## config.mk

```make
export PLATFORM = sky130hd
export DESIGN_NAME = key_matrix_global_debounce
export DESIGN_NICKNAME = d
export VERILOG_FILES = /design/src/design/kmgd_pkg.sv /design/src/design/key_matrix_global_debounce.sv /design/src/design/kmgd_cfg.sv /design/src/design/kmgd_core.sv
export SDC_FILE = /design/constraint.sdc
export NUM_CORES = 1
export LEC_CHECK = 0
export ABC_AREA = 1
export BUFFER_PORTS_ARGS = -buffer_cell sky130_fd_sc_hd__buf_2
export CORE_MARGIN = 4
export CORE_UTILIZATION = 45
export CTS_CLUSTER_DIAMETER = 100
export DETAILED_ROUTE_END_ITERATION = 8
export PLACE_DENSITY = 0.67
export SYNTH_ARGS = -nofsm -noshare
export SYNTH_HDL_FRONTEND = slang
export SYNTH_SLANG_ARGS = --single-unit
```

## constraint.sdc

```tcl
create_clock -name aclk -period 3.64 [get_ports aclk]
set_clock_uncertainty 0.2 [all_clocks]
set_input_delay 0.182 -clock aclk [delete_from_list [all_inputs] [get_ports aclk]]
set_output_delay 0.182 -clock aclk [all_outputs]
set_load 0.01 [all_outputs]
```

## src/design/kmgd_pkg.sv

```systemverilog
// Shared constants, codes and beat types for the key matrix debounce block.
`default_nettype none

package kmgd_pkg;

    // Matrix geometry.
    localparam int TOTAL_ROWS = 16;
    localparam int LOCAL_ROWS = 5;
    localparam int ROW_BITS   = 7;
    localparam int ROW_IDX_W  = (TOTAL_ROWS > 1) ? $clog2(TOTAL_ROWS) : 1;

    // First stable row of each remote block, wrapped to eight bits.
    localparam int REMOTE_BASE_0 = (TOTAL_ROWS - LOCAL_ROWS * 2) & 255;
    localparam int REMOTE_BASE_1 = (TOTAL_ROWS - LOCAL_ROWS * 3) & 255;

    localparam logic [15:0] TICK_TOP       = 16'hFFFF;
    localparam logic [7:0]  DEBOUNCE_RESET = 8'd5;

    // Item kinds carried in tuser.
    localparam logic [2:0] KIND_SCAN   = 3'd0;
    localparam logic [2:0] KIND_TICK   = 3'd1;
    localparam logic [2:0] KIND_EOS    = 3'd2;
    localparam logic [2:0] KIND_REMOTE = 3'd3;
    localparam logic [2:0] KIND_READ   = 3'd4;

    // Configuration register word indexes.
    localparam logic CFG_IDX_DEBOUNCE = 1'b0;

    typedef struct packed {
        logic [2:0] kind;
        logic [3:0] row_index;
        logic [2:0] col_index;
        logic [6:0] row_bits;
        logic       remote_index;
    } item_t;

    typedef struct packed {
        logic [6:0] stable_row;
        logic       key_on;
        logic       debounce_pending;
        logic       committed;
    } result_t;

endpackage

`default_nettype wire

```

## src/design/key_matrix_global_debounce.sv

```systemverilog
// Key matrix with one global debounce timer: input register, core and APB port.
//
// Usage: items arrive on the s_ stream. s_tuser carries the kind (scanned row,
// millisecond tick, end of scan, remote row write, read) and s_tdata the row,
// column, row bits and remote block select. Every accepted beat yields exactly
// one result beat on the m_ stream with the stable row and key bit of a read,
// the pending flag after the item and a commit marker.
// A taken beat sits in the input register, is processed against the matrix
// stores and is written to the result register once that register is free.
// Throughput is one item per cycle while the receiver takes results; every item
// is handled by a single pass of logic between the input and result registers.
// If the receiver holds m_tready low, the result register keeps its beat, the
// input register still takes one more beat, and then s_tready drops until the
// result is taken.
// The APB port holds debounce_ticks at word 0; the user must write it only while the
// streams are idle, which the block does not enforce. A synchronous active-low reset
// clears both matrices, pending flag and quiet counter, and loads the threshold with 5.
`default_nettype none

module key_matrix_global_debounce
    import kmgd_pkg::*;
(
    input  wire logic        aclk,
    input  wire logic        aresetn,
    // s_tdata: row_index[3:0], col_index[6:4], row_bits[13:7], remote_index[14], zero[15]
    input  wire logic [15:0] s_tdata,
    // s_tuser: kind[2:0]
    input  wire logic [2:0]  s_tuser,
    input  wire logic        s_tvalid,
    output logic             s_tready,
    // m_tdata: stable_row[6:0], key_on[7], debounce_pending[8], committed[9], zero[15:10]
    output logic      [15:0] m_tdata,
    output logic             m_tvalid,
    input  wire logic        m_tready,
    input  wire logic        psel,
    input  wire logic        penable,
    input  wire logic        pwrite,
    input  wire logic [2:0]  paddr,
    input  wire logic [31:0] pwdata,
    output logic      [31:0] prdata,
    output logic             pready
);

    logic       in_valid_reg;
    logic       in_valid_next;
    item_t      in_item_reg;
    logic       s_fire;
    logic       core_ready;
    logic       core_take;
    logic [7:0] debounce_ticks;
    result_t    res;

    assign s_tready  = !in_valid_reg || core_ready;
    assign s_fire    = s_tvalid && s_tready;
    assign core_take = in_valid_reg && core_ready;

    always_comb begin
        in_valid_next = in_valid_reg;
        if (s_fire) begin
            in_valid_next = 1'b1;
        end else if (core_take) begin
            in_valid_next = 1'b0;
        end
    end

    always_ff @(posedge aclk) begin
        if (!aresetn) begin
            in_valid_reg <= 1'b0;
        end else begin
            in_valid_reg <= in_valid_next;
        end
    end

    always_ff @(posedge aclk) begin
        if (s_fire) begin
            in_item_reg.kind         <= s_tuser;
            in_item_reg.row_index    <= s_tdata[3:0];
            in_item_reg.col_index    <= s_tdata[6:4];
            in_item_reg.row_bits     <= s_tdata[13:7];
            in_item_reg.remote_index <= s_tdata[14];
        end
    end

    kmgd_cfg u_cfg (
        .aclk           (aclk),
        .aresetn        (aresetn),
        .psel           (psel),
        .penable        (penable),
        .pwrite         (pwrite),
        .paddr          (paddr),
        .pwdata         (pwdata),
        .prdata         (prdata),
        .pready         (pready),
        .debounce_ticks (debounce_ticks)
    );

    kmgd_core u_core (
        .aclk           (aclk),
        .aresetn        (aresetn),
        .debounce_ticks (debounce_ticks),
        .item_valid     (in_valid_reg),
        .item           (in_item_reg),
        .item_ready     (core_ready),
        .res_valid      (m_tvalid),
        .res            (res),
        .res_ready      (m_tready)
    );

    assign m_tdata = {6'd0, res.committed, res.debounce_pending, res.key_on, res.stable_row};

endmodule

`default_nettype wire

```

## src/design/kmgd_cfg.sv

```systemverilog
// APB configuration register holding the debounce threshold.
`default_nettype none

module kmgd_cfg
    import kmgd_pkg::*;
(
    input  wire logic        aclk,
    input  wire logic        aresetn,
    input  wire logic        psel,
    input  wire logic        penable,
    input  wire logic        pwrite,
    input  wire logic [2:0]  paddr,
    input  wire logic [31:0] pwdata,
    output logic      [31:0] prdata,
    output logic             pready,
    output logic      [7:0]  debounce_ticks
);

    logic [7:0] debounce_reg;
    logic [7:0] debounce_next;
    logic       wr_en;

    assign pready = 1'b1;
    assign wr_en  = psel && penable && pwrite && pready;

    // The word index is paddr[2]; the byte offset bits are ignored.
    always_comb begin
        debounce_next = debounce_reg;
        if (wr_en && (paddr[2] == CFG_IDX_DEBOUNCE)) begin
            debounce_next = pwdata[7:0];
        end
    end

    always_ff @(posedge aclk) begin
        if (!aresetn) begin
            debounce_reg <= DEBOUNCE_RESET;
        end else begin
            debounce_reg <= debounce_next;
        end
    end

    always_comb begin
        prdata = 32'd0;
        if (paddr[2] == CFG_IDX_DEBOUNCE) begin
            prdata = {24'd0, debounce_reg};
        end
    end

    assign debounce_ticks = debounce_reg;

endmodule

`default_nettype wire

```

## src/design/kmgd_core.sv

```systemverilog
// Pending and stable matrix stores, debounce timer and the result register.
`default_nettype none

module kmgd_core
    import kmgd_pkg::*;
(
    input  wire logic       aclk,
    input  wire logic       aresetn,
    input  wire logic [7:0] debounce_ticks,
    input  wire logic       item_valid,
    input  wire item_t      item,
    output logic            item_ready,
    output logic            res_valid,
    output result_t         res,
    input  wire logic       res_ready
);

    logic [ROW_BITS-1:0] stable_reg  [TOTAL_ROWS];
    logic [ROW_BITS-1:0] stable_next [TOTAL_ROWS];
    logic [ROW_BITS-1:0] pending_reg  [TOTAL_ROWS];
    logic [ROW_BITS-1:0] pending_next [TOTAL_ROWS];
    logic                change_reg;
    logic                change_next;
    logic [15:0]         quiet_reg;
    logic [15:0]         quiet_next;
    logic                out_valid_reg;
    logic                out_valid_next;
    result_t             result_reg;
    result_t             result_next;

    logic                fire;
    logic [7:0]          row_ext;
    logic                row_hit;
    logic [ROW_IDX_W-1:0] row_sel;
    logic [31:0]         sample32;
    logic [ROW_BITS-1:0] sample;
    logic [31:0]         remote32;
    logic [8:0]          remote_base;
    logic [8:0]          remote_target;
    logic                remote_hit;
    logic [ROW_IDX_W-1:0] remote_sel;
    logic [31:0]         rd_word32;
    logic [31:0]         rd_shifted;
    logic                commit_ok;

    assign item_ready = !out_valid_reg || res_ready;
    assign fire       = item_valid && item_ready;

    assign row_ext  = {4'd0, item.row_index};
    assign row_hit  = 32'(row_ext) < TOTAL_ROWS;
    assign row_sel  = row_ext[ROW_IDX_W-1:0];

    // The raw sample is active low; bits above the field invert to ones.
    assign sample32 = ~{25'd0, item.row_bits};
    assign sample   = sample32[ROW_BITS-1:0];
    assign remote32 = {25'd0, item.row_bits};

    assign remote_base   = item.remote_index ? 9'(REMOTE_BASE_1) : 9'(REMOTE_BASE_0);
    assign remote_target = remote_base + {5'd0, item.row_index};
    assign remote_hit    = (32'(row_ext) < LOCAL_ROWS)
                        && (32'(remote_target) < TOTAL_ROWS);
    assign remote_sel    = remote_target[ROW_IDX_W-1:0];

    assign rd_word32  = 32'(stable_reg[row_sel]);
    assign rd_shifted = rd_word32 >> item.col_index;

    assign commit_ok = change_reg && (quiet_reg > {8'd0, debounce_ticks});

    always_comb begin
        stable_next    = stable_reg;
        pending_next   = pending_reg;
        change_next    = change_reg;
        quiet_next     = quiet_reg;
        out_valid_next = out_valid_reg;
        result_next    = result_reg;
        if (res_ready) begin
            out_valid_next = 1'b0;
        end
        if (fire) begin
            result_next = '0;
            case (item.kind)
                KIND_SCAN: begin
                    if (row_hit && (pending_reg[row_sel] != sample)) begin
                        pending_next[row_sel] = sample;
                        change_next           = 1'b1;
                        quiet_next            = 16'd0;
                    end
                end
                KIND_TICK: begin
                    if (quiet_reg != TICK_TOP) begin
                        quiet_next = quiet_reg + 16'd1;
                    end
                end
                KIND_EOS: begin
                    if (commit_ok) begin
                        stable_next           = pending_reg;
                        change_next           = 1'b0;
                        result_next.committed = 1'b1;
                    end
                end
                KIND_REMOTE: begin
                    if (remote_hit) begin
                        stable_next[remote_sel] = remote32[ROW_BITS-1:0];
                    end
                end
                KIND_READ: begin
                    if (row_hit) begin
                        result_next.stable_row = rd_word32[6:0];
                        result_next.key_on     = (32'(item.col_index) < ROW_BITS)
                                              && rd_shifted[0];
                    end
                end
                default: begin
                end
            endcase
            result_next.debounce_pending = change_next;
            out_valid_next               = 1'b1;
        end
    end

    always_ff @(posedge aclk) begin
        if (!aresetn) begin
            for (int i = 0; i < TOTAL_ROWS; i++) begin
                stable_reg[i]  <= '0;
                pending_reg[i] <= '0;
            end
            change_reg    <= 1'b0;
            quiet_reg     <= 16'd0;
            out_valid_reg <= 1'b0;
        end else begin
            stable_reg    <= stable_next;
            pending_reg   <= pending_next;
            change_reg    <= change_next;
            quiet_reg     <= quiet_next;
            out_valid_reg <= out_valid_next;
        end
    end

    always_ff @(posedge aclk) begin
        result_reg <= result_next;
    end

    assign res_valid = out_valid_reg;
    assign res       = result_reg;

    // A commit always leaves the pending flag clear in the same beat.
    a_commit_clears_flag: assert property (@(posedge aclk) disable iff (!aresetn)
        out_valid_reg && result_reg.committed |-> !result_reg.debounce_pending)
        else $error("commit beat reports a pending change");

    // The reported flag matches the internal flag until the next item is taken.
    a_flag_tracks_state: assert property (@(posedge aclk) disable iff (!aresetn)
        aresetn && fire |=> result_reg.debounce_pending == change_reg)
        else $error("result flag differs from pending state");

    // A tick below saturation advances the quiet counter by exactly one.
    a_tick_counts: assert property (@(posedge aclk) disable iff (!aresetn)
        aresetn && fire && (item.kind == KIND_TICK) && (quiet_reg != TICK_TOP)
        |=> quiet_reg == $past(quiet_reg) + 16'd1)
        else $error("quiet counter did not advance on tick");

endmodule

`default_nettype wire

```

## Yosys cells after proc, flatten, opt, wreduce, memory -nomap -nowiden

Index checks and enable logic that the tools add are counted.
Widths: inputs -> output; s select.

- Register bits after elaboration: 279
- Input bits: 61
- Output and inout port bits: 51
- Word-level logic and storage cells: 124

- Bitwise operators: 4
- Add/subtract/negate cells: 2
- Equal/unequal tests: 10
- Shift operators: 1
- Mux-type cells: 28
- $lt $le $gt $ge: 9
- Reduce and logical (&&, ||, !) cells: 24

Operators with widths:

| operator | number |
|---|---|
| $bwmux 112 | 2 |
| $mux 112 | 2 |
| $pmux 112 s2 | 1 |
| $bmux 7 s4 | 2 |
| $demux 7 s4 | 2 |
| $mux 7 | 6 |
| $mux 16 | 2 |
| $pmux 16 s2 | 1 |
| $add 16x1->16 const B | 1 |
| $gt 16x8->1 | 1 |
| $ne 16x16->1 const B | 1 |
| $logic_and 1x1->1 | 11 |
| $ge 5x5->1 const B | 2 |
| $lt 5x1->1 const B | 2 |
| $not 4->5 | 2 |
| $add 9x4->9 | 1 |
| $lt 9x5->1 const B | 1 |
| $mux 8 | 1 |
| $ne 2x1->1 const B | 4 |
| $reduce_and 4->1 | 2 |
| $reduce_bool 2->1 | 4 |
| $mux 1 | 7 |
| $ne 7x7->1 | 1 |
| $not 7->7 | 1 |
| 15 further kinds | 18 |

## Depth between registers and ports, before layout

- Word-level depth: 10
- Gate-level depth with buffers: 21
- Mapped depth without buffers: 18

## Hierarchy

A second synthesis with hierarchy kept.

- Cells, all modules: 2190
- Area, all modules: 14795.4 µm²

Modules (own cells, without submodules):

| module | instances | cells each | area each (µm²) | sequential area each (µm²) |
|---|---|---|---|---|
| kmgd_core | 1 | 2061 | 13500.4 | 5144.9 |
| kmgd_cfg | 1 | 97 | 654.4 | 160.2 |
| key_matrix_global_debounce | 1 | 32 | 640.6 | 560.5 |

## Worst setup path after synthesis

Ideal clock, no wire load.

- Path type: register -> register
- Start: register in_item_reg[12] (netlist bit)
- End: register u_core.stable_reg[100] (netlist bit)
- Buffers on the path: 3
- Required time: 3327 ps
- Clock period less this slack: 2518 ps
- Setup time: 113 ps
- Cell stages (with the launch flop): 14
- Data arrival time: 2205 ps
- Slack: 1122 ps
- Path through: edfxtp_1 > buf_4 > inv_2 > buf_2 > fa_1 > xor2_1 > inv_1 > nor2_1 > nand2_1 > nand2_1 > nand3_1 > clkbuf_1 > nor2_1 > nor2_1

- Longest elaborated chain between the ends: 9
- Elaborated cells between the ends (all ways): 15
- Those cells by class: add/sub (1); order compare (4); eq/ne (1); mux (5); bitwise (1); reduce/logical (3)

RTL lines:

| element | RTL line | source |
|---|---|---|
| from (decl) | key_matrix_global_debounce.sv:46 | `item_t in_item_reg;` |
| $add 9x4->9 | kmgd_core.sv:59 | `assign remote_target = remote_base + {5'd0, item.row_index};` |
| $not 4->5 (implied by the code) | kmgd_core.sv:103 | `stable_next[remote_sel] = remote32[ROW_BITS-1:0];` |
| $ge 5x5->1 (implied by the code) / $lt 5x1->1 (equally long branches) | kmgd_core.sv:103 |  |
| $logic_and 1x1->1 (implied by the code) | kmgd_core.sv:103 |  |
| $mux 7 (implied by the code) | kmgd_core.sv:103 |  |
| $demux 7 s4 | kmgd_core.sv:103 |  |
| $bwmux 112 | kmgd_core.sv:103 |  |
| $mux 112 | kmgd_core.sv:102 | `if (remote_hit) begin` |
| $pmux 112 s2 | kmgd_core.sv:81 | `case (item.kind)` |
| to (signal assigned) | kmgd_core.sv:131 | `stable_reg <= stable_next;` |
| to (decl) | kmgd_core.sv:18 | `logic [ROW_BITS-1:0] stable_reg [TOTAL_ROWS];` |

Several ways; a longest one is shown, not always the timed one. The select of a mux whose other input is x is not followed.
A chain may end at the register's enable or synchronous reset.

## Final worst setup path

- Start: register in_item_reg[11] (netlist bit)
- End: register u_core.pending_reg[26] (netlist bit)

- Longest elaborated chain between the ends: 7
- Elaborated cells between the ends (all ways): 14
- Those cells by class: order compare (3); eq/ne (1); mux (6); bitwise (1); reduce/logical (3)

RTL lines:

| element | RTL line | source |
|---|---|---|
| $not 4->5 (implied by the code) | kmgd_core.sv:83, kmgd_core.sv:84 |  |
| $bmux 7 s4 | kmgd_core.sv:83 | `if (row_hit && (pending_reg[row_sel] != sample)) begin` |
| $mux 7 (implied by the code) (2 in a row) | kmgd_core.sv:83 |  |
| $ne 7x7->1 | kmgd_core.sv:83 |  |
| $logic_and 1x1->1 | kmgd_core.sv:83 |  |
| $reduce_and 3->1 (no source line) | - |  |
| to (signal assigned) | kmgd_core.sv:132 | `pending_reg <= pending_next;` |
| to (decl) | kmgd_core.sv:20 | `logic [ROW_BITS-1:0] pending_reg [TOTAL_ROWS];` |

Several ways; a longest one is shown, not always the timed one. The select of a mux whose other input is x is not followed.

==> impl_metrics.env <==
export IMPL_slew_headroom_pct=37.2
export IMPL_crit_path_start="in_item_reg[11]"
export IMPL_ys_warn_count=0
export IMPL_cts_resized=0
export IMPL_core_area_mm2=0.0334
export IMPL_r2r_start="in_item_reg[11]"
export IMPL_pre_cts_slack_ns=0.261
export IMPL_hold_class="in2reg"
export IMPL_firstDrtPassIters=6
export IMPL_crit_arrival_ns=3.63
export IMPL_seq_area_mm2=0.00587
export IMPL_status="complete, no violations"
export IMPL_worstRegToRegCells=20
export IMPL_cts_buffers=35
export IMPL_fin_crit_sh_pct=94.1
export IMPL_layout_setup_ws_ns=0.215
export IMPL_wl_per_cell_um=15.5
export IMPL_syn_instance_count=2423
export IMPL_syn_area_per_cell_um2=6.27
export IMPL_end_kind="register"
export IMPL_reg2reg_to="u_core.pending_reg[26]"
export IMPL_synth_flop_cell="dfxtp_1"
export IMPL_antenna_found_initial=0
export IMPL_fin_crit_ns=3.43
export IMPL_dpl_hpwl_mm=29.6
export IMPL_grt_max_degree=115
export IMPL_regToRegSetupSlack_ns=0.21
export IMPL_endpoint="u_core.pending_reg[26]"
export IMPL_die_area_mm2=0.0368
export IMPL_worst_slew_pin_slew_ns=0.941
export IMPL_viasPerCell=4.98
export IMPL_num_vias=14700
export IMPL_final_hold_violation_count=0
export IMPL_max_freq_ghz=0.292
export IMPL_clk_path_buf_depth=3
export IMPL_place_area_mm2=0.0158
export IMPL_cts_root_buffer="clkbuf_16"
export IMPL_io_pins=112
export IMPL_die_width_um=192
export IMPL_cap_viol_max_count=0
export IMPL_p_per_area_mw_per_mm2=410
export IMPL_post_route_util_pct=51.8
export IMPL_crit_chain="inv_2 -> buf_4 -> nand2_2 -> buf_4 -> nor2_1 -> nor2_1 -> nand2_1 -> nand2_1 -> nand2_1 -> nor2_1 -> nand2_1 -> nand2_1 -> nand2_1 -> nor2_2 -> nand2_4 -> buf_4 -> nand4_4 -> nand2_1 -> nand2_1 -> nor2_1"
export IMPL_start_kind="register"
export IMPL_cp_common_cell="nand2_1"
export IMPL_final_cell_mix="nand2_1 (728), nor2_1 (572), inv_1 (275)"
export IMPL_synth_cell_area_mm2=0.0152
export IMPL_power_mw=7.11
export IMPL_grt_usage_pct=24.5
export IMPL_clkLatencyLatePin_ns=0.52
export IMPL_gr_total_overflow=0
export IMPL_rows=67
export IMPL_grt_pass1_vias=13200
export IMPL_p_leak_nw=8.93
export IMPL_synth_edff_count=28
export IMPL_vdd_drop_max_mv=0.297
export IMPL_portBuffers=53
export IMPL_postRouteAntennaNets=0
export IMPL_antennaDiodeCount=0
export IMPL_h_tree_depth=2
export IMPL_initial_core_util_pct=45.4
export IMPL_crit_required_ns=3.84
export IMPL_syn_to_final_growth_pct=14.1
export IMPL_numClockSinks=279
export IMPL_multi_input_area_mm2=0.00747
export IMPL_yosysSeqAreaShare_pct=38.6
export IMPL_place_inst=2860
export IMPL_cpMaxStageDelayCell="edfxtp_1"
export IMPL_final_common_cell="nand2_1"
export IMPL_maxSlewViolCount=0
export IMPL_cpPeakStageDelay_ns=0.55
export IMPL_drt_iter0_markers=1325
export IMPL_grt_pass1_wl_mm=71.3
export IMPL_layout_drive_gt1_share_pct=7.95
export IMPL_fillerInstances=3287
export IMPL_setup_viol=0
export IMPL_worstPathMaxFanout=14
export IMPL_dieHeight_um=192
export IMPL_synth_seq_cells=279
export IMPL_ys_types=46
export IMPL_stdcell_count=2963
export IMPL_drc_errors=0
export IMPL_async_flop_share_pct=0
export IMPL_finalInstanceArea_mm2=0.0173
export IMPL_clk_pin_slew_ns=0.06
export IMPL_crit_type="reg2reg"
export IMPL_nets=2565
export IMPL_wirelength_mm=46.0
export IMPL_gp_congestion=0.860
export IMPL_cts_tree="yes"
-- how the worst min path moves through the flow --
stage | start | end | slack [ns] | depth (start not counted)
floorplan | s_tdata[14] | in_item_reg[0] | 0.08 | 0
global placement | s_tuser[2] | in_item_reg[17] | 0.16 | 1
detailed placement | s_tuser[1] | in_item_reg[16] | 0.16 | 1
CTS | psel | u_cfg.debounce_ticks[4] | 0.15 | 4
global route | s_tdata[12] | in_item_reg[6] | 0.18 | 2
finish | psel | u_cfg.debounce_ticks[4] | 0.18 | 4
-- cell usage after synthesis, drive strengths merged, types with 3 or more instances --
library cell  number  area share (%)
nor2             576              14
o211ai             4            0.20
buf               93             4.3
o21ai            169             5.6
inv              277             6.8
clkbuf            68             1.7
nand3             48             1.6
o221ai             6            0.35
or2                3            0.12
nor3               9            0.33
edfxtp            28             5.5
nand2            734              18
xor2               9            0.52
clkinv             7            0.17
o22ai             46             1.9
a21oi             44             1.5
a22oi              6            0.30
nand4             19             1.7
dfxtp            251              33
ha                12            0.99
-- power breakdown --
group	internal, mW	total (mW)	leakage, nW	switching, mW
combinational	0.150	0.539	6.08	0.389
clock	2.07	3.40	0.556	1.33
sequential	3.14	3.17	2.30	0.0263
total	5.36	7.11	8.93	1.74
-- metrics by stage --
stage                     hold slack [ns]  setup TNS, ns
after floorplan                    0.0809              0
after global placement              0.161              0
after global routing                0.176       -0.00326
after CTS                           0.153              0
final                               0.178              0
after detailed placement            0.160              0
-- repair_timing --
| action | 4_1_cts | 5_1_grt |
|---|---|---|
| hold endpoints to repair | 71 | 0 |
| setup buffers | 0 | 1 |
| hold buffers | 41 | 0 |
| setup endpoints to repair | 0 | 22 |
-- cells by family after synthesis --
kind of cell             synth area share [%]
other                                  0.0494
buffers and inverters                    13.0
XOR/XNOR                                0.634
AND/OR/NAND/NOR                          36.5
AO/OA/AOI/OAI                            10.0
adder cells (fa/ha/maj)                  1.12
flip-flops                               38.6
-- layer usage --
layer	up-vias	track usage [%]	share of wire, %
met5	-	0	0
met4	0	8.31	3.5
met2	594	39.6	44
met3	89	3.85	8.4
li1	7478	-	-
met1	6584	33.5	44
-- worst max-delay path: cells and delay by family (launching register included) --
kind,cells,cell delay (ns)
simple gates,16,1.79
buf+inv,4,0.75
flops,1,0.55
-- final cells by class --
| cell class | instances | share of cell area [%] |
|---|---|---|
| well taps | 448 | 3.24 |
| clock buffers | 54 | 6.12 |
| inverters | 284 | 6.15 |
| flip-flops and latches | 279 | 33.9 |
| repair buffers | 163 | 7.14 |
| clock inverters | 7 | 0.368 |
| multi-input cells | 1728 | 43.1 |
Note: power is estimated with default switching activity, not from simulation.
